==> src/rtl/wstf_pkg.sv <==
`timescale 1ns / 1ps

package wstf_pkg;

  // Frame status codes reported with frame_done
  localparam logic [1:0] ST_OK      = 2'd0;
  localparam logic [1:0] ST_LEN64   = 2'd1;
  localparam logic [1:0] ST_TOOLONG = 2'd2;
  localparam logic [1:0] ST_TIMEOUT = 2'd3;

  // Header constants
  localparam logic [3:0] OPC_TEXT      = 4'h1;
  localparam logic [6:0] LEN_CODE_EXT16 = 7'd126;
  localparam logic [6:0] LEN_CODE_EXT64 = 7'd127;
  localparam logic [7:0] CHAR_SPACE    = 8'd32;
  localparam logic [7:0] CHAR_TILDE    = 8'd126;
  localparam logic [7:0] CHAR_TAB      = 8'd9;
  localparam logic [7:0] CHAR_LF       = 8'd10;
  localparam logic [7:0] CHAR_CR       = 8'd13;

  // Reset value of the payload length limit
  localparam logic [15:0] MAX_PAYLOAD_RST = 16'd512;

  // One result item
  typedef struct packed {
    logic [6:0] text_char;
    logic       char_valid;
    logic       frame_done;
    logic [1:0] status;
  } out_item_t;

endpackage

==> src/rtl/wstf_ifs.sv <==
`timescale 1ns / 1ps

// Received byte channel
interface wstf_in_if;
  logic       valid;
  logic       ready;
  logic [7:0] rx_byte;
  logic       timed_out;

  modport source (output valid, output rx_byte, output timed_out, input ready);
  modport sink   (input valid, input rx_byte, input timed_out, output ready);
endinterface

// Result channel
interface wstf_out_if;
  logic       valid;
  logic       ready;
  logic [6:0] text_char;
  logic       char_valid;
  logic       frame_done;
  logic [1:0] status;

  modport source (output valid, output text_char, output char_valid,
                  output frame_done, output status, input ready);
  modport sink   (input valid, input text_char, input char_valid,
                  input frame_done, input status, output ready);
endinterface

// Configuration write channel (max_payload)
interface wstf_cfg_if;
  logic        valid;
  logic        ready;
  logic [15:0] max_payload;

  modport source (output valid, output max_payload, input ready);
  modport sink   (input valid, input max_payload, output ready);
endinterface

==> src/rtl/wstf_skid.sv <==
`timescale 1ns / 1ps

module wstf_skid
  import wstf_pkg::*;
(
  input  logic      clk,
  input  logic      rst_n,
  input  logic      up_valid,
  output logic      up_ready,
  input  out_item_t up_data,
  output logic      dn_valid,
  input  logic      dn_ready,
  output out_item_t dn_data
);

  logic      main_valid_r;
  out_item_t main_r;
  logic      skid_valid_r;
  out_item_t skid_r;

  // Upstream only waits when the spare slot is taken
  assign up_ready = !skid_valid_r;
  assign dn_valid = main_valid_r;
  assign dn_data  = main_r;

  // Control: main slot refills from skid first, then from upstream
  always_ff @(posedge clk) begin
    if (!rst_n) begin
      main_valid_r <= 1'b0;
      skid_valid_r <= 1'b0;
    end else if (dn_ready || !main_valid_r) begin
      if (skid_valid_r) begin
        main_valid_r <= 1'b1;
        skid_valid_r <= 1'b0;
      end else begin
        main_valid_r <= up_valid;
      end
    end else if (up_valid && !skid_valid_r) begin
      skid_valid_r <= 1'b1;
    end
  end

  // Payload
  always_ff @(posedge clk) begin
    if (dn_ready || !main_valid_r) begin
      main_r <= skid_valid_r ? skid_r : up_data;
    end else if (up_valid && !skid_valid_r) begin
      skid_r <= up_data;
    end
  end

  // No transfer is lost: a stalled main slot keeps its item
  a_main_hold: assert property (@(posedge clk) disable iff (!rst_n)
    main_valid_r && !dn_ready |=> main_valid_r && $stable(main_r))
    else $error("skid: stalled result changed");

  a_skid_drain: assert property (@(posedge clk) disable iff (!rst_n)
    skid_valid_r |-> main_valid_r)
    else $error("skid: spare slot full while main slot empty");

endmodule

==> src/rtl/websocket_text_frame_receiver_top.sv <==
`timescale 1ns / 1ps

// Channel   Dir  Handshake     Payload
// in_ch     in   valid/ready   rx_byte[7:0], timed_out
// out_ch    out  valid/ready   text_char[6:0], char_valid, frame_done, status[1:0]
// cfg_ch    in   valid/ready   max_payload[15:0] (ready is always high)
//
// One byte per cycle: the frame state and the result are computed in one pass
// from the accepted byte and the state registers; the result lands in a
// two-entry output buffer.
// The result is registered in the output buffer before it reaches out_ch.
// Reset (rst_n low, synchronous) returns to awaiting a header, limit 512.
// in_ch stalls only when both output entries are held by out_ch back-pressure.
module websocket_text_frame_receiver_top
  import wstf_pkg::*;
(
  input  logic       clk,
  input  logic       rst_n,
  wstf_in_if.sink    in_ch,
  wstf_out_if.source out_ch,
  wstf_cfg_if.sink   cfg_ch
);

  localparam logic [3:0] PH_HDR0    = 4'd0;
  localparam logic [3:0] PH_HDR1    = 4'd1;
  localparam logic [3:0] PH_EXTHI   = 4'd2;
  localparam logic [3:0] PH_EXTLO   = 4'd3;
  localparam logic [3:0] PH_MASK0   = 4'd4;
  localparam logic [3:0] PH_MASK1   = 4'd5;
  localparam logic [3:0] PH_MASK2   = 4'd6;
  localparam logic [3:0] PH_MASK3   = 4'd7;
  localparam logic [3:0] PH_PAYLOAD = 4'd8;

  logic [15:0] max_payload_r;
  logic [3:0]  phase_r,   phase_nxt;
  logic [3:0]  opcode_r,  opcode_nxt;
  logic        masked_r,  masked_nxt;
  logic [7:0]  ext_hi_r,  ext_hi_nxt;
  logic [15:0] len_r,     len_nxt;
  logic [15:0] seen_r,    seen_nxt;
  logic [7:0]  key_r [4];
  logic        key_we;

  logic        accept;
  logic        res_valid;
  out_item_t   res;
  logic        res_ready;
  out_item_t   out_data;

  logic [15:0] len_cand;
  logic        masked_cand;
  logic        too_long;
  logic [7:0]  plain;
  logic [15:0] seen_inc;

  assign accept       = in_ch.valid && in_ch.ready;
  assign in_ch.ready  = res_ready;
  assign cfg_ch.ready = 1'b1;

  // Length limit register
  always_ff @(posedge clk) begin
    if (!rst_n) begin
      max_payload_r <= MAX_PAYLOAD_RST;
    end else if (cfg_ch.valid) begin
      max_payload_r <= cfg_ch.max_payload;
    end
  end

  // Length as known on the last length byte, and its check
  assign len_cand    = (phase_r == PH_EXTLO) ? {ext_hi_r, in_ch.rx_byte}
                                             : {9'd0, in_ch.rx_byte[6:0]};
  assign masked_cand = (phase_r == PH_HDR1) ? in_ch.rx_byte[7] : masked_r;
  assign too_long    = len_cand > max_payload_r;

  // Unmasked payload byte and running count
  assign plain    = in_ch.rx_byte ^ (masked_r ? key_r[seen_r[1:0]] : 8'd0);
  assign seen_inc = seen_r + 16'd1;

  // Frame sequencer and result build
  always_comb begin
    phase_nxt  = phase_r;
    opcode_nxt = opcode_r;
    masked_nxt = masked_r;
    ext_hi_nxt = ext_hi_r;
    len_nxt    = len_r;
    seen_nxt   = seen_r;
    key_we     = 1'b0;
    res_valid  = 1'b0;
    res        = '0;
    if (accept) begin
      if (in_ch.timed_out) begin
        phase_nxt      = PH_HDR0;
        res_valid      = 1'b1;
        res.frame_done = 1'b1;
        res.status     = ST_TIMEOUT;
      end else begin
        case (phase_r)
          PH_HDR1, PH_EXTLO: begin
            if (phase_r == PH_HDR1 && in_ch.rx_byte[6:0] == LEN_CODE_EXT16) begin
              masked_nxt = in_ch.rx_byte[7];
              phase_nxt  = PH_EXTHI;
            end else if (phase_r == PH_HDR1 &&
                         in_ch.rx_byte[6:0] == LEN_CODE_EXT64) begin
              masked_nxt     = in_ch.rx_byte[7];
              phase_nxt      = PH_HDR0;
              res_valid      = 1'b1;
              res.frame_done = 1'b1;
              res.status     = ST_LEN64;
            end else begin
              masked_nxt = masked_cand;
              len_nxt    = len_cand;
              if (too_long) begin
                phase_nxt      = PH_HDR0;
                res_valid      = 1'b1;
                res.frame_done = 1'b1;
                res.status     = ST_TOOLONG;
              end else begin
                seen_nxt = '0;
                if (masked_cand) begin
                  phase_nxt = PH_MASK0;
                end else if (len_cand == 16'd0) begin
                  phase_nxt      = PH_HDR0;
                  res_valid      = 1'b1;
                  res.frame_done = 1'b1;
                  res.status     = ST_OK;
                end else begin
                  phase_nxt = PH_PAYLOAD;
                end
              end
            end
          end
          PH_EXTHI: begin
            ext_hi_nxt = in_ch.rx_byte;
            phase_nxt  = PH_EXTLO;
          end
          PH_MASK0, PH_MASK1, PH_MASK2: begin
            key_we    = 1'b1;
            phase_nxt = phase_r + 4'd1;
          end
          PH_MASK3: begin
            key_we = 1'b1;
            if (len_r == 16'd0) begin
              phase_nxt      = PH_HDR0;
              res_valid      = 1'b1;
              res.frame_done = 1'b1;
              res.status     = ST_OK;
            end else begin
              phase_nxt = PH_PAYLOAD;
            end
          end
          PH_PAYLOAD: begin
            if (opcode_r == OPC_TEXT) begin
              if (plain inside {[CHAR_SPACE:CHAR_TILDE]}) begin
                res.text_char  = plain[6:0];
                res.char_valid = 1'b1;
              end else if (plain inside {CHAR_LF, CHAR_CR, CHAR_TAB}) begin
                res.text_char  = CHAR_SPACE[6:0];
                res.char_valid = 1'b1;
              end
            end
            seen_nxt       = seen_inc;
            res.frame_done = seen_inc >= len_r;
            res.status     = ST_OK;
            if (res.frame_done) begin
              phase_nxt = PH_HDR0;
            end
            res_valid = res.char_valid || res.frame_done;
          end
          default: begin
            // awaiting first header byte
            opcode_nxt = in_ch.rx_byte[3:0];
            phase_nxt  = PH_HDR1;
          end
        endcase
      end
    end
  end

  // Frame state registers
  always_ff @(posedge clk) begin
    if (!rst_n) begin
      phase_r  <= PH_HDR0;
      opcode_r <= '0;
      masked_r <= 1'b0;
      ext_hi_r <= '0;
      len_r    <= '0;
      seen_r   <= '0;
    end else begin
      phase_r  <= phase_nxt;
      opcode_r <= opcode_nxt;
      masked_r <= masked_nxt;
      ext_hi_r <= ext_hi_nxt;
      len_r    <= len_nxt;
      seen_r   <= seen_nxt;
    end
  end

  // Mask key bytes, indexed by mask phase
  always_ff @(posedge clk) begin
    if (!rst_n) begin
      for (int i = 0; i < 4; i++) begin
        key_r[i] <= '0;
      end
    end else if (key_we) begin
      key_r[phase_r[1:0]] <= in_ch.rx_byte;
    end
  end

  // Output buffer
  wstf_skid u_skid (
    .clk      (clk),
    .rst_n    (rst_n),
    .up_valid (res_valid),
    .up_ready (res_ready),
    .up_data  (res),
    .dn_valid (out_ch.valid),
    .dn_ready (out_ch.ready),
    .dn_data  (out_data)
  );

  assign out_ch.text_char  = out_data.text_char;
  assign out_ch.char_valid = out_data.char_valid;
  assign out_ch.frame_done = out_data.frame_done;
  assign out_ch.status     = out_data.status;

  // A timeout always abandons the frame
  a_timeout_hdr: assert property (@(posedge clk) disable iff (!rst_n)
    accept && in_ch.timed_out |=> phase_r == PH_HDR0)
    else $error("timeout did not return to header");

  // Inside the payload phase the count stays below the frame length
  a_count_bound: assert property (@(posedge clk) disable iff (!rst_n)
    phase_r == PH_PAYLOAD |-> seen_r < len_r)
    else $error("payload count reached length inside payload");

  // Error status only on a frame end, char only when kept
  a_res_shape: assert property (@(posedge clk) disable iff (!rst_n)
    res_valid |-> (res.status == ST_OK || res.frame_done) &&
                  (res.char_valid || res.text_char == 7'd0))
    else $error("malformed result");

  // Results are only made from accepted bytes
  a_res_accept: assert property (@(posedge clk) disable iff (!rst_n)
    res_valid |-> accept)
    else $error("result without a byte transfer");

endmodule

==> src/flat_wrapper.sv <==
// flat-port wrapper written by rule: the top's interface ports become plain ports
module websocket_text_frame_receiver_top_flat import wstf_pkg::*;
  (clk, rst_n, in_ch_valid, in_ch_rx_byte, in_ch_timed_out, in_ch_ready, out_ch_valid, out_ch_text_char, out_ch_char_valid, out_ch_frame_done, out_ch_status, out_ch_ready, cfg_ch_valid, cfg_ch_max_payload, cfg_ch_ready);
  wstf_in_if in_ch_i ();
  wstf_out_if out_ch_i ();
  wstf_cfg_if cfg_ch_i ();
  input  logic clk;
  input  logic rst_n;
  input wire logic [$bits(in_ch_i.valid)-1:0] in_ch_valid;
  input wire logic [$bits(in_ch_i.rx_byte)-1:0] in_ch_rx_byte;
  input wire logic [$bits(in_ch_i.timed_out)-1:0] in_ch_timed_out;
  output wire logic [$bits(in_ch_i.ready)-1:0] in_ch_ready;
  output wire logic [$bits(out_ch_i.valid)-1:0] out_ch_valid;
  output wire logic [$bits(out_ch_i.text_char)-1:0] out_ch_text_char;
  output wire logic [$bits(out_ch_i.char_valid)-1:0] out_ch_char_valid;
  output wire logic [$bits(out_ch_i.frame_done)-1:0] out_ch_frame_done;
  output wire logic [$bits(out_ch_i.status)-1:0] out_ch_status;
  input wire logic [$bits(out_ch_i.ready)-1:0] out_ch_ready;
  input wire logic [$bits(cfg_ch_i.valid)-1:0] cfg_ch_valid;
  input wire logic [$bits(cfg_ch_i.max_payload)-1:0] cfg_ch_max_payload;
  output wire logic [$bits(cfg_ch_i.ready)-1:0] cfg_ch_ready;
  assign in_ch_i.valid = in_ch_valid;
  assign in_ch_i.rx_byte = in_ch_rx_byte;
  assign in_ch_i.timed_out = in_ch_timed_out;
  assign in_ch_ready = in_ch_i.ready;
  assign out_ch_valid = out_ch_i.valid;
  assign out_ch_text_char = out_ch_i.text_char;
  assign out_ch_char_valid = out_ch_i.char_valid;
  assign out_ch_frame_done = out_ch_i.frame_done;
  assign out_ch_status = out_ch_i.status;
  assign out_ch_i.ready = out_ch_ready;
  assign cfg_ch_i.valid = cfg_ch_valid;
  assign cfg_ch_i.max_payload = cfg_ch_max_payload;
  assign cfg_ch_ready = cfg_ch_i.ready;
  websocket_text_frame_receiver_top u_core (.clk(clk), .rst_n(rst_n), .in_ch(in_ch_i), .out_ch(out_ch_i), .cfg_ch(cfg_ch_i));
endmodule
==> config.mk <==
export PLATFORM = sky130hd
export DESIGN_NAME = websocket_text_frame_receiver_top_flat
export DESIGN_NICKNAME = d
export VERILOG_FILES = /design/src/rtl/wstf_pkg.sv /design/src/rtl/wstf_ifs.sv /design/src/rtl/wstf_skid.sv /design/src/rtl/websocket_text_frame_receiver_top.sv /design/src/flat_wrapper.sv
export SDC_FILE = /design/constraint.sdc
export NUM_CORES = 1
export LEC_CHECK = 0
export ABC_AREA = 1
export BUFFER_PORTS_ARGS = -buffer_cell sky130_fd_sc_hd__buf_4
export CAP_MARGIN = 10
export CORE_ASPECT_RATIO = 0.75
export CORE_MARGIN = 4
export CORE_UTILIZATION = 35
export DETAILED_ROUTE_END_ITERATION = 8
export MAX_ROUTING_LAYER = met4
export PLACE_DENSITY_LB_ADDON = 0.08
export SLEW_MARGIN = 20
export SYNTH_ARGS = -nofsm -noshare
export SYNTH_HDL_FRONTEND = slang
export SYNTH_SLANG_ARGS = --single-unit
==> constraint.sdc <==
create_clock -name clk -period 5.9 [get_ports clk]
set_input_delay 0.59 -clock clk [delete_from_list [all_inputs] [get_ports clk]]
set_output_delay 0.59 -clock clk [all_outputs]
set_load 0.02 [all_outputs]
==> results of run 1 <==
## worst max-delay path, cell delays in order, from the launching register on
cell                      delay [ns]
sky130_fd_sc_hd__dfxtp_1        0.40
sky130_fd_sc_hd__ha_1           0.21
sky130_fd_sc_hd__nand3_1        0.14
sky130_fd_sc_hd__nor3_1         0.35
sky130_fd_sc_hd__nand3_1        0.17
sky130_fd_sc_hd__nor2_1         0.16
sky130_fd_sc_hd__nand4_1        0.11
sky130_fd_sc_hd__xor2_1         0.16
sky130_fd_sc_hd__inv_1          0.08
sky130_fd_sc_hd__ha_1           0.28
sky130_fd_sc_hd__nand3_1        0.11
sky130_fd_sc_hd__nor2_1         0.16
sky130_fd_sc_hd__nand3_1        0.09
sky130_fd_sc_hd__nand3_1        0.13
sky130_fd_sc_hd__a21oi_1        0.08
sky130_fd_sc_hd__nand3_1        0.10
sky130_fd_sc_hd__nand2_1        0.13
sky130_fd_sc_hd__a21oi_1        0.87
## final cells by class
type	count	area, um^2	area share (%)
clock buffer	23	521.8	6.698
clock inverter	9	55.05	0.7067
inverter	139	526.8	6.762
multi-input combinational	564	3037	38.98
sequential	123	3003	38.55
tap	247	309.0	3.967
timing repair buffer	45	337.8	4.337
## cells in the final DEF (no fill, tap or decap), drive strengths merged, types with 2 or more instances in the layout
cell type | netlist | layout
o21ai | 60 | 60
clkinvlp | 0 | 3
a21oi | 72 | 72
nor4 | 5 | 5
nor2 | 93 | 93
nor3 | 22 | 22
nand4 | 9 | 9
ha | 37 | 37
clkbuf | 12 | 23
a21o | 5 | 5
dfxtp | 69 | 69
or2 | 2 | 2
edfxtp | 54 | 54
o31ai | 2 | 2
buf | 18 | 45
xor2 | 13 | 13
o211ai | 2 | 2
clkinv | 3 | 7
a211oi | 2 | 2
a22oi | 10 | 10
nand2 | 173 | 173
inv | 136 | 138
nand3 | 50 | 50
## stage by stage
step,total power [W],utilization [%]
final,0.002127,41.61
after global routing,0.002219,41.61
after CTS,0.002151,41.61
after detailed placement,0.001138,38.53
after global placement,0.001134,38.53
after floorplan,0.001071,-
## cells in the mapped netlist (all sizes together)
| cell | n | area (um^2) |
|---|---|---|
| buf | 18 | 141.4 |
| or2 | 2 | 12.52 |
| nor3 | 22 | 141.4 |
| ha | 37 | 462.9 |
| clkinv | 3 | 11.26 |
| a21o | 5 | 37.54 |
| o21ai | 60 | 304.0 |
| inv | 136 | 515.5 |
| and3 | 1 | 11.26 |
| nor3b | 1 | 7.510 |
| o21a | 1 | 7.510 |
| nand3b | 1 | 7.510 |
| xnor2 | 1 | 8.760 |
| a211oi | 2 | 15.01 |
| a21oi | 72 | 360.4 |
| a32oi | 1 | 8.760 |
| clkbuf | 12 | 45.04 |
| o211ai | 2 | 15.01 |
| conb | 1 | 3.750 |
| nor4 | 5 | 31.28 |
| nor2 | 93 | 375.4 |
| nand4 | 9 | 56.30 |
| dfxtp | 69 | 1381 |
| o31ai | 2 | 15.01 |
| nand2 | 173 | 693.2 |
| a22oi | 10 | 75.07 |
| xor2 | 13 | 113.9 |
| nand3 | 50 | 272.8 |
| edfxtp | 54 | 1622 |
## power by group
part / switching (W) / total [W] / leakage, nW / internal [W]
logic: 0.000128 / 0.000192 / 2.08 / 0.0000633
registers: 0.0000125 / 0.000927 / 1.14 / 0.000914
clock network: 0.000388 / 0.00101 / 0.281 / 0.000621
total: 0.000529 / 0.00213 / 3.50 / 0.00160
## final timing paths
| path | start | endpoint | cells after the start |
|---|---|---|---|
| setup / recovery | u_core.seen_r[0]$_SDFFE_PN0P_ | u_core.u_skid.skid_r[10]$_DFFE_PP_ | 17 |
| hold reg to reg | u_core.max_payload_r[1]$_SDFFE_PN0P_ | u_core.max_payload_r[1]$_SDFFE_PN0P_ | 2 |
| hold / removal | cfg_ch_max_payload[9] | u_core.max_payload_r[9]$_SDFFE_PN1P_ | 3 |
| setup reg to reg | u_core.seen_r[0]$_SDFFE_PN0P_ | u_core.u_skid.skid_r[10]$_DFFE_PP_ | 17 |
## metal layers
layer	global-route usage, %	vias up	wire length, um
met4	4.437	0	161
met3	3.514	14	924
met2	25.94	153	7389
li1	-	2867	-
met5	-	-	0
met1	23.77	2560	8872
## state kept, by name, summed over array words and instances, names as in the netlist, named ones only
name / count
u_core.ext_hi_r: 8
u_core.phase_r: 4
u_core.u_skid.dn_data: 11
u_core.opcode_r: 4
u_core.u_skid.dn_valid: 1
u_core.seen_r: 16
u_core.max_payload_r: 16
u_core.u_skid.skid_r: 11
u_core.key_r: 32
u_core.u_skid.skid_valid_r: 1
u_core.masked_r: 1
u_core.len_r: 16
## cells by family (layout without fill, tap and decap cells)
logic type / count (synthesis) / after routing
simple gates: 357 / 357
buf+inv: 169 / 216
compound gates: 155 / 155
flops: 123 / 123
fa+ha+maj: 37 / 37
xor+xnor: 14 / 14
other cells: 1 / 1
==> results, run 1 <==
- The run finished with clean final reports.
- The worst setup path is captured at a flop.
- After floorplanning, the core was divided into 43 placement rows.
- The count of state elements after synthesis is 123.
- The hold buffer count at CTS is 0.
- Of all nets on the critical path, the largest fanout is 11.
- The count of nets left with antenna violations once routing finished came out at 0.
- The arrival time at the worst endpoint is 4.17 ns.
- For this block, the initial DRC count from the detailed router was 374.
- The static leakage is 3.503 nW.
- The TritonCTS clock tree is done.
- The cell count after placement is 1118.
- The I/O pin count is 44.
- The total power per unit cell area is 273.1 nW/um^2.
- Clock tree synthesis selected as its root buffer the cell sky130_fd_sc_hd__clkbuf_16.
- Summed over all layers, the routed wires come to 17350 um.
- The count of non-filler cells in the finished layout is 1150.
- The number of cells upsized or downsized after cts is 0.
- The net count of the finished layout is 957.
- By area, the combinational part of the netlist is dominated by simple AND/OR/NAND/NOR gates.
- The total overflow left after global routing is 0.
- The area of the mapped netlist is 6753 um^2.
- The instance area at placement is 7213 um^2.
- Headroom to the max-slew limit came out at 29.01%.
- Setup repair after global routing left no endpoint under its margin.
- After layout, the worst setup slack is 1.767 ns.
- In the routed design, unresolved DRC markers number 0.
- The share of cells above drive strength 1 is 12.51%.
- The number of max-slew violations in the final report is 0.
- The fraction of the mapped netlist area in adder cells is 6.856%.
- The simple-gate share of the synthesized area is 23.83%.
- The maximum ir drop on the vdd rail is 108.3 uV.
- Buffers placed on the I/O ports in this run total 42.
- The internal reg-to-reg setup slack is 1.77 ns.
- The type of the tightest min-delay check is in2reg.
- The achievable clock frequency is 0.2420 GHz.
- From left edge to right edge, the die measures 168.4 um.
- The first detailed-routing pass took 5 iterations.
- Of the total synthesized cell area, the portion taken by XOR and XNOR cells is 1.816%.
- After detailed routing, the average wire length per cell comes to 15.09 um.
- After clock tree synthesis, the setup repair step added 0 buffers.
- The period utilization is 70.04%.
- The synthesized area per cell is 7.889 um^2.
- The worst setup path is of the reg2reg kind.
- Counting the buffers created by CTS gives 17.
- The number of setup violations in the final report is 0.
- The largest clock skew in the final design is 0.01066 ns.
- The post-synthesis sequential area ratio is 44.47%.
- The post-synthesis compound-gate area fraction is 12.41%.
- The growth of design area from synthesis to finish is 15.36%.
- Multiplexer cells account for 0% of the synthesized area.
- The number of fill cells is 1923.
- For this block, the via count after detailed routing is 5594.
- Yosys printed 0 warnings.
- The gate count after technology mapping is 856.
- The time the final worst path needs with I/O delays and setup is 4.133 ns.
- The number of global-route vias before repair came to 5468.
- The number of nets handed over by synthesis was 923.
- The routed via count divided by cell count is 4.864.
- The chip height is 128.3 um.
- The number of max-cap violations is 0.
- Entering global routing, the biggest net connects 48 pins.
- For this run, the total global-route usage over all layers was measured as 17.21%.
- The later-pin clock latency in the skew report is 0.42 ns.
- The final antenna diode count is 0.
- Timing analysis after detailed placement gives a worst setup slack of 1.795 ns.
- The number of clock sinks is 123.
- Routability-driven placement finished with a final weighted congestion of 0.8068.
- The first global-routing pass estimated 28490 um of wire.
- The transition time at the pin with the least slew margin is 1.065 ns.
- The hold violation count in the final report is 0.
- Summed over all nets, the half-perimeter wirelength after detailed placement is 12670 um.
- The worst hold slack across all endpoints is 0.4003 ns.
- After clock tree synthesis, the clock-pin slew on the worst setup and hold paths is 0.06 ns.
- With fillers left out, the area of the finished cells amounts to 7790 um^2.
- The number of H-tree branching levels is 4.
- The number of buffers between clock root and the deepest sink is 2.
- The total area inside the core boundary comes to 18720 um^2.
- The final total negative setup slack is 0 ns.
- The critical path launch point type is a flop.
- The data required time at the worst endpoint is 5.93 ns.
- The number of distinct library cells after synthesis is 46.
- The initial core utilization is 36.07%.
- The floorplan step defined a die boundary enclosing 21600 um^2.
- The number of antenna violations at the first check in global routing is 0.
(Power assumes the default switching activity.)
==> run 2: changes to the inputs <==
--- a/config.mk
+++ b/config.mk
@@ -5,7 +5,7 @@
 export SDC_FILE = /design/constraint.sdc
 export NUM_CORES = 1
 export LEC_CHECK = 0
-export ABC_AREA = 1
+export ABC_AREA = 0
 export BUFFER_PORTS_ARGS = -buffer_cell sky130_fd_sc_hd__buf_4
 export CAP_MARGIN = 10
 export CORE_ASPECT_RATIO = 0.75
==> constraint.sdc (replaced) <==
create_clock -name clk -period 4.2 [get_ports clk]
set_input_delay 0.42 -clock clk [delete_from_list [all_inputs] [get_ports clk]]
set_output_delay 0.42 -clock clk [all_outputs]
set_load 0.02 [all_outputs]
==> run 2 against run 1 <==
  * First-iteration DRC count decreased by 6.7%
  * Count of clock-buffer cells in the layout down 3
  * Die area shrank 0.67%
  * Clock power rose by 45%
  * Synthesized area fell by 0.70%
  * Non-clock buffer count grew 6
  * Register-to-register slack lost 1.3 ns
  * Hold slack lost 0.18 ns
  * Critical path depth decreased by 6
  * Cell count shrank 13%
  * Via count shrank 6.3%
  * Highest routed layer unchanged
  * Final area grew 0.58%
==> results, run 2 <==
- The period utilization was 88.12% (+18 points).
- The post-route antenna net violation count came to 0 (unchanged).
- The maximum fanout encountered on the critical timing path is 17 (+6).
- The largest clock skew in the final design came to 0.007620 ns (-0.003042 ns).
- The maximum ir drop on the vdd rail is 212.3 uV (+96%).
- The number of warnings issued by yosys came to 0 (unchanged).
- The part of the power in combinational logic is 6.7% (-2.3 points).
- The data required time at the worst endpoint came to 4.32 ns (-1.61 ns).
- The proportion of register bits with asynchronous set or reset after synthesis came to 0% (unchanged).
- The cell chosen for the clock root is sky130_fd_sc_hd__clkbuf_16.
- The maximum cell stage delay along the critical path was 0.56 ns (-0.31 ns).
- The number of buffers inserted by post-CTS setup repair is 0 (unchanged).
- The routed via count divided by cell count came to 5.243 (+7.8%).
- The number of enable-type register cells in the synthesized netlist was 54 (unchanged).
- The static leakage is 3.072 nW (-12%).
- The synthesized area per cell is 9.552 um^2 (+21%).
- The post-synthesis net count is 769 (-17%).
- The internal power contribution is 0.002280 W (+43%).
- The area of the mapped netlist is 6705 um^2 (-0.70%).
- The number of distinct library cells after synthesis is 71 (+54%).
- The area enclosed by the die boundary was 21460 um^2 (-0.67%).
- The arrival time at the worst endpoint is 3.82 ns (-0.35 ns).
- Among all stages on the critical path, the largest delay is contributed by sky130_fd_sc_hd__ha_1.
- The logic depth of the worst register-to-register path was 11 (-6).
- The gate count after technology mapping is 702 (-18%).
- The library cells used most frequently in the layout, excluding fill and tap cells, are sky130_fd_sc_hd__nand2_1 (82), sky130_fd_sc_hd__dfxtp_1 (69), sky130_fd_sc_hd__nor2_1 (62).
- The overall track demand over capacity in global routing is 16.90% (-0.31 points).
- The I/O pin count is 44 (unchanged).
- The hold violation count in the final report was 0 (unchanged).
- The number of instances on the worst hold path is 3 (unchanged).
- The total via count in the routed design is 5243 (-6.3%).
- The number of antenna violations at the first check in global routing is 0 (unchanged).
- The number of buffers between clock root and the deepest sink is 2 (unchanged).
- The post-route DRC violation count is 0 (unchanged).
- The number of H-tree branching levels was 4 (unchanged).
- The area of all placed cells without fillers is 7835 um^2 (+0.58%).
- The routed metal-1 wirelength is 9337 um (+5.2%).
- The area growth from synthesis to layout is 16.85%.
- The transition time at the pin with the least slew margin is 0.9422 ns (-0.1226 ns).
- The clock transition at the registers of the reported paths is 0.06 ns (about the same).
- The number of flip-flops in the largest register is 32 (unchanged).
- The headroom to the max-slew limit was 36.96% (+7.9 points).
- The leftover overflow at the end of global routing is 0 (unchanged).
- The area of the core region was 18670 um^2 (-0.29%).
- Sorting the synthesized cells by area gives the leading types as sky130_fd_sc_hd__edfxtp_1 (24%), sky130_fd_sc_hd__dfxtp_1 (21%), sky130_fd_sc_hd__ha_1 (6.9%).
- The total power per unit cell area was 376.2 nW/um^2 (+38%).
- The prevailing post-synth register cell is sky130_fd_sc_hd__dfxtp_1.
- The share of cells above drive strength 1 is 14.61% (+2.1 points).
- The number of buffers inserted during clock tree synthesis is 17 (unchanged).
- The type of element capturing the critical path is a flop.
- The share of total power consumed by net switching is 22.67% (-2.2 points).
- Setup repair after global routing left no endpoint under its margin.
- The first-pass GRT wire length is 27800 um (-2.4%).
- The number of clock sinks is 123 (unchanged).
- The number of max-slew violations in the final report was 0 (unchanged).
- The number of max-cap violations came to 0 (unchanged).
- The top-area cell type share of the netlist area came to 24.18% (+0.17 points).
- The number of setup violations in the final report is 0 (unchanged).
- The count of state elements after synthesis was 123 (unchanged).
- The switching power summed over all nets is 0.0006681 W (+26%).
- The wire length on met3 is 757 um (-18%).
- The part of the total power dissipated in sequential elements is 43.8% (+0.2 points).
- The final net count is 807 (-16%).
- The time the final worst path needs with I/O delays and setup is 3.701 ns (-0.4314 ns).
- The library cell used most frequently in the layout, excluding fill and tap cells, is sky130_fd_sc_hd__nand2_1.
- The chip height is 127.9 um (-0.33%).
- The TritonCTS clock tree is done.
- The hold buffer count at CTS was 0 (unchanged).
- The final antenna diode count was 0 (unchanged).
- The number of I/O port buffers is 42 (unchanged).
- The most used standard cell by instance count after synthesis is sky130_fd_sc_hd__nand2_1.
- STA classifies the critical path startpoint as a flop.
- The instance area at placement is 7248 um^2 (+0.49%).
- The later-pin clock latency in the skew report is 0.42 ns (about the same).
- The run finished with clean final reports.
- The detailed-router iteration count before antenna repair came to 5 (unchanged).
- The min-delay analysis places its worst path in the category in2reg.
- The final RePlAce weighted congestion came to 0.9091 (+13%).
- The floorplan die width is 167.8 um (-0.34%).
- The relative contribution of the clock network to total power is 49.5% (+2.1 points).
- The maximum number of pins on one net before global-route repair came to 60 (+25%).
- The sum of net half-perimeters after detailed placement is 12370 um (-2.4%).
- The top layer reached by signal wires is met4.
- The largest register by flop count is u_core.key_r.
- The initial core utilization was 35.92% (-0.15 points).
- The met2 layer wire length in the routed design is 6909 um (-6.5%).
- The post-synthesis sequential area ratio is 44.78% (+0.32 points).
- The most used cell along the critical path is sky130_fd_sc_hd__ha_1.
- The achievable clock frequency is 0.2702 GHz (+12%).
- The routed wirelength normalized by instance count came to 17.24 um (+14%).
- The number of global-route vias before repair was 5091 (-6.9%).
- The initial DRC count is 349 (-6.7%).
- Summed over all instances, the cell type with the most area after synthesis is sky130_fd_sc_hd__edfxtp_1.
- The worst setup path category is reg2reg.
- Ranked by instance count, the synthesized netlist is headed by sky130_fd_sc_hd__nand2_1 (82), sky130_fd_sc_hd__dfxtp_1 (69), sky130_fd_sc_hd__nor2_1 (63), sky130_fd_sc_hd__edfxtp_1 (54), sky130_fd_sc_hd__a21oi_1 (44).
- The total wirelength of the detailed-routed design is 17240 um (-0.62%).
- The number of cells upsized or downsized after cts is 0 (unchanged).
- The total number of placement rows came to 43 (unchanged).
- The signal on the critical path passes through ha_1, and3_1, ha_1, nand4_1, nor3_1, a21boi_0, o31a_1, o211ai_1, a31o_2, a21oi_1, buf_4.
- The final total negative setup slack is 0 ns (unchanged).
[run 2: cell count changes after synthesis, moves of 13 or more]
cell	previous run	this run
sky130_fd_sc_hd__nand3_1	47	17
sky130_fd_sc_hd__clkbuf_1	12	26
sky130_fd_sc_hd__inv_1	126	41
sky130_fd_sc_hd__xnor2_1	1	18
sky130_fd_sc_hd__nand2_1	161	82
sky130_fd_sc_hd__o21ai_0	54	21
sky130_fd_sc_hd__and3_1	0	13
sky130_fd_sc_hd__mux2i_1	0	36
sky130_fd_sc_hd__a21oi_1	72	44
sky130_fd_sc_hd__nor2_1	88	63
sky130_fd_sc_hd__and2_1	0	31
[run 2: worst max-delay path: cells and delay by family (launching register included)]
kind	cells	cell delay [ns]
flops	1	0.53
buf+inv	1	0.22
compound gates	5	1.15
simple gates	3	0.77
fa+ha+maj	2	0.72
[run 2: routing by layer]
metal	track usage, %	up-vias
met4	5.773	0
met2	22.57	130
met3	3.268	15
li1	-	2594
met1	25.31	2504
met5	-	-
[run 2: worst paths after layout]
kind	slack (ns)	start	endpoint
hold / removal	0.22	cfg_ch_max_payload[9]	u_core.max_payload_r[9]$_SDFFE_PN1P_
hold reg to reg	0.47	u_core.len_r[9]$_SDFFE_PN0P_	u_core.len_r[9]$_SDFFE_PN0P_
setup reg to reg	0.50	u_core.phase_r[1]$_SDFFE_PN0P_	u_core.u_skid.skid_r[9]$_DFFE_PP_
setup / recovery	0.50	u_core.phase_r[1]$_SDFFE_PN0P_	u_core.u_skid.skid_r[9]$_DFFE_PP_
[run 2: power groups by stage]
| stage | Combinational, W | Clock [W] | Sequential (W) |
|---|---|---|---|
| after floorplan | 0.000115 | 0 | 0.00132 |
| after global placement | 0.000196 | 0 | 0.00131 |
| after detailed placement | 0.000199 | 0 | 0.00132 |
| after CTS | 0.000200 | 0.00150 | 0.00129 |
| after global routing | 0.000219 | 0.00156 | 0.00129 |
| final | 0.000199 | 0.00146 | 0.00129 |
[run 2: stage by stage]
step / std cells / util, % / hold slack [ns] / setup slack (ns) / power (W)
2_1_floorplan: 702 / - / 0.4465 / 0.7834 / 0.001433
3_3_place_gp: 968 / 38.82 / 0.4620 / 0.7187 / 0.001510
3_5_place_dp: 968 / 38.82 / 0.4701 / 0.5741 / 0.001515
4_1_cts: 1000 / 41.95 / 0.2040 / 0.5578 / 0.002988
5_1_grt: 1000 / 41.97 / 0.2053 / 0.2261 / 0.003072
6_report: 1000 / 41.97 / 0.2188 / 0.4989 / 0.002948
[run 2: layout make-up]
type	count	area, um^2
fill	1822	10830
inverter	44	165.2
clock buffer	20	436.7
tap	247	309.0
clock inverter	12	147.6
sequential	123	3003
multi-input combinational	503	3391
timing repair buffer	51	382.9
[run 2: cells by family after synthesis]
kind of cell	count (synthesis)	share of synthesized area (%)
AO/OA/AOI/OAI	130	13.36
XOR/XNOR	24	3.135
adder cells (fa/ha/maj)	37	6.904
buffers and inverters	76	4.684
flip-flops	123	44.78
multiplexers	42	7.222
other	1	0.05593
AND/OR/NAND/NOR	269	19.85
==> run 3: changes to the inputs <==
==> constraint.sdc (replaced) <==
create_clock -name clk -period 4.2 [get_ports clk]
set_input_delay 0.84 -clock clk [delete_from_list [all_inputs] [get_ports clk]]
set_output_delay 0.84 -clock clk [all_outputs]
set_load 0.02 [all_outputs]
==> run 3 against run 2 <==
  * Register-to-register slack about the same
  * Largest cell class unchanged
  * Core utilization grew 0.30 points
  * Via count decreased by 1.1%
  * Setup slack got worse by 0.0090 ns
  * Maximum frequency is 0.24% lower
  * Hold slack improved by 0.26 ns
  * Sequential power hardly changed
  * Routed wire length rose by 0.12%
  * Clock power rose by 6%
  * Sequential share of layout area fell by 0.27 points
  * First-iteration DRC count decreased by 6.3%
  * Non-clock buffer count increased by 1
==> results, run 3 (same netlist as run 2, synthesis figures left out) <==
- The headroom to the max-slew limit is 36.84% (-0.12 points).
- The final net count is 808 (+0.12%).
- Leaving out fill and tap cells, the most frequent cell in the layout is sky130_fd_sc_hd__nand2_1.
- The number of fill cells came to 1802 (-1.1%).
- The final antenna diode count was 0 (unchanged).
- The routed wirelength normalized by instance count is 17.24 um (about the same).
- The maximum number of pins on one net before global-route repair is 60 (unchanged).
- The number of buffers between clock root and the deepest sink is 2 (unchanged).
- The number of cells upsized or downsized after cts is 0 (unchanged).
- The worst setup path category is reg2reg.
- The library cells used most frequently in the layout, excluding fill and tap cells, are sky130_fd_sc_hd__nand2_1 (82), sky130_fd_sc_hd__dfxtp_1 (69), sky130_fd_sc_hd__nor2_1 (63).
- The total power is 0.003042 W (+3.2%).
- The sum of net half-perimeters after detailed placement is 12410 um (+0.30%).
- The routed metal-1 wirelength is 9206 um (-1.4%).
- The share of cells above drive strength 1 is 14.99% (+0.38 points).
- The signal on the critical path passes through ha_1, and3_1, ha_1, nand4_1, nor3_1, a21boi_0, o31a_1, o211ai_1, a31o_2, a21oi_1, buf_4.
- The floorplan die width is 167.8 um (unchanged).
- The critical path launch point type is a flop.
- The number of buffers inserted by post-CTS setup repair came to 0 (unchanged).
- The number of global-route vias before repair is 5032 (-1.2%).
- The time the final worst path needs with I/O delays and setup is 3.710 ns (+0.009049 ns).
- The wire length on met3 is 866 um (+14%).
- The clock transition at the registers of the reported paths came to 0.06 ns (about the same).
- The data required time at the worst endpoint is 4.32 ns (about the same).
- The static leakage is 3.104 nW (+1.1%).
- The number of I/O port buffers is 42 (unchanged).
- The first-pass GRT wire length is 28180 um (+1.4%).
- The number of buffers inserted during clock tree synthesis was 17 (unchanged).
- The number of max-slew violations in the final report is 0 (unchanged).
- The post-route antenna net violation count is 0 (unchanged).
- The hold buffer count at CTS is 0 (unchanged).
- The type of the tightest min-delay check is reg2reg.
- The hold violation count in the final report is 0 (unchanged).
- The sequential cell area is 3003 um^2 (unchanged).
- u_core.key_r holds more flip-flops than any other register.
- The number of max-cap violations is 0 (unchanged).
- The detailed-router iteration count before antenna repair came to 5 (unchanged).
- The period utilization came to 88.34% (+0.22 points).
- The final total negative setup slack is 0 ns (unchanged).
- The total wirelength of the detailed-routed design is 17260 um (+0.12%).
- The root buffer cell chosen for the clock tree is sky130_fd_sc_hd__clkbuf_16.
- Compared with the post-synthesis result, the final layout area differs by 17.69%.
- The overall track demand over capacity in global routing is 17.20% (+0.30 points).
- The total number of placement rows is 43 (unchanged).
- The number of clock sinks is 123 (unchanged).
- The met2 layer wire length in the routed design is 7030 um (+1.8%).
- The total power per unit cell area is 385.5 nW/um^2 (+2.5%).
- The post-route DRC violation count is 0 (unchanged).
- The number of setup violations in the final report is 0 (unchanged).
- The final RePlAce weighted congestion is 0.8693 (-4.4%).
- The type of element capturing the critical path is a flop.
- The total via count in the routed design is 5185 (-1.1%).
- The I/O pin count was 44 (unchanged).
- The leftover overflow at the end of global routing is 0 (unchanged).
- The flow ran to the end, and the final reports show no timing, DRC or antenna violations.
- The initial core utilization is 35.92% (unchanged).
- The later-pin clock latency in the skew report is 0.42 ns (about the same).
- The top layer reached by signal wires is met4.
- The number of antenna violations at the first check in global routing is 0 (unchanged).
- TritonCTS built the clock tree.
- The area of the core region is 18670 um^2 (unchanged).
- Setup repair after global routing left no endpoint under its margin.
- The achievable clock frequency is 0.2695 GHz (-0.24%).
- The largest clock skew in the final design is 0.01079 ns (+0.003166 ns).
- The number of H-tree branching levels came to 4 (unchanged).
- By instance count, the cell type seen most on the critical path is sky130_fd_sc_hd__ha_1.
- The number of flip-flops in the largest register is 32 (unchanged).
- The arrival time at the worst endpoint is 3.83 ns (about the same).
- The maximum fanout encountered on the critical timing path is 17 (unchanged).
- The initial DRC count is 327 (-6.3%).
- The routed via count divided by cell count is 5.180 (-1.2%).
- The transition time at the pin with the least slew margin is 0.9439 ns (+0.001729 ns).
- The area enclosed by the die boundary is 21460 um^2 (unchanged).
- The maximum cell stage delay along the critical path is 0.55 ns (about the same).
- The area occupied by multi-input gates is 3388 um^2 (about the same).
- The maximum ir drop on the vdd rail is 250.3 uV (+18%).
- The chip height was 127.9 um (unchanged).
- Among all stages on the critical path, the largest delay is contributed by sky130_fd_sc_hd__ha_1.
==> run 3: cell types whose count changed in the layout (fill, tap and decap cells not counted), moves of 2 or more <==
cell                        delta
sky130_fd_sc_hd__clkbuf_16     +4
sky130_fd_sc_hd__bufinv_16     -2
sky130_fd_sc_hd__clkinv_2      -4
sky130_fd_sc_hd__clkbuf_1      -3
sky130_fd_sc_hd__inv_6         +2
==> run 3: worst paths after layout <==
kind	start	end	slack [ns]	cells past startpoint
setup / recovery	u_core.phase_r[1]$_SDFFE_PN0P_	u_core.u_skid.skid_r[9]$_DFFE_PP_	0.49	11
hold / removal	u_core.len_r[4]$_SDFFE_PN0P_	u_core.len_r[4]$_SDFFE_PN0P_	0.48	2
setup reg to reg	u_core.phase_r[1]$_SDFFE_PN0P_	u_core.u_skid.skid_r[9]$_DFFE_PP_	0.49	11
hold reg to reg	u_core.len_r[4]$_SDFFE_PN0P_	u_core.len_r[4]$_SDFFE_PN0P_	0.48	2
==> run 3: area by class of cell <==
class / instances / area share (%)
Tap cell: 247 / 3.916
Timing Repair Buffer: 52 / 4.947
Sequential cell: 123 / 38.05
Clock buffer: 23 / 6.897
Clock inverter: 9 / 1.157
Inverter: 44 / 2.093
Multi-Input combinational cell: 503 / 42.94
==> run 3: power by group <==
group          leakage, nW  internal [W]  switching [W]  total, W
logic                 1.66     0.0000758       0.000123  0.000198
clock network        0.311      0.000981       0.000573   0.00155
registers             1.14       0.00128      0.0000149   0.00129
==> run 3: metal layers <==
layer  GRT usage (%)  vias to the layer above
met2           23.58                      125
met1           25.68                     2457
met5               -                        -
met3           3.453                       15
li1                -                     2588
met4           4.628                        0
==> run 3: worst max-delay path, delay by kind of cell, from the launching register on <==
family / cells / cell delay, ns
buffers and inverters: 1 / 0.22
adders and majority gates: 2 / 0.72
and+or+nand+nor: 3 / 0.76
AOI/OAI and AO/OA: 5 / 1.19
DFF: 1 / 0.51
==> run 3: through the flow <==
stage | std cells | utilization (%) | setup slack [ns] | instance area, um^2 | hold slack (ns)
floorplan | 702 | - | 0.7150 | 6705 | 0.4465
global placement | 969 | 38.86 | 0.7213 | 7256 | 0.4603
detailed placement | 969 | 38.86 | 0.5252 | 7256 | 0.4709
CTS | 1001 | 42.27 | 0.5024 | 7891 | 0.4789
global route | 1001 | 42.27 | 0.1621 | 7891 | 0.4962
finish | 1001 | 42.27 | 0.4898 | 7891 | 0.4776
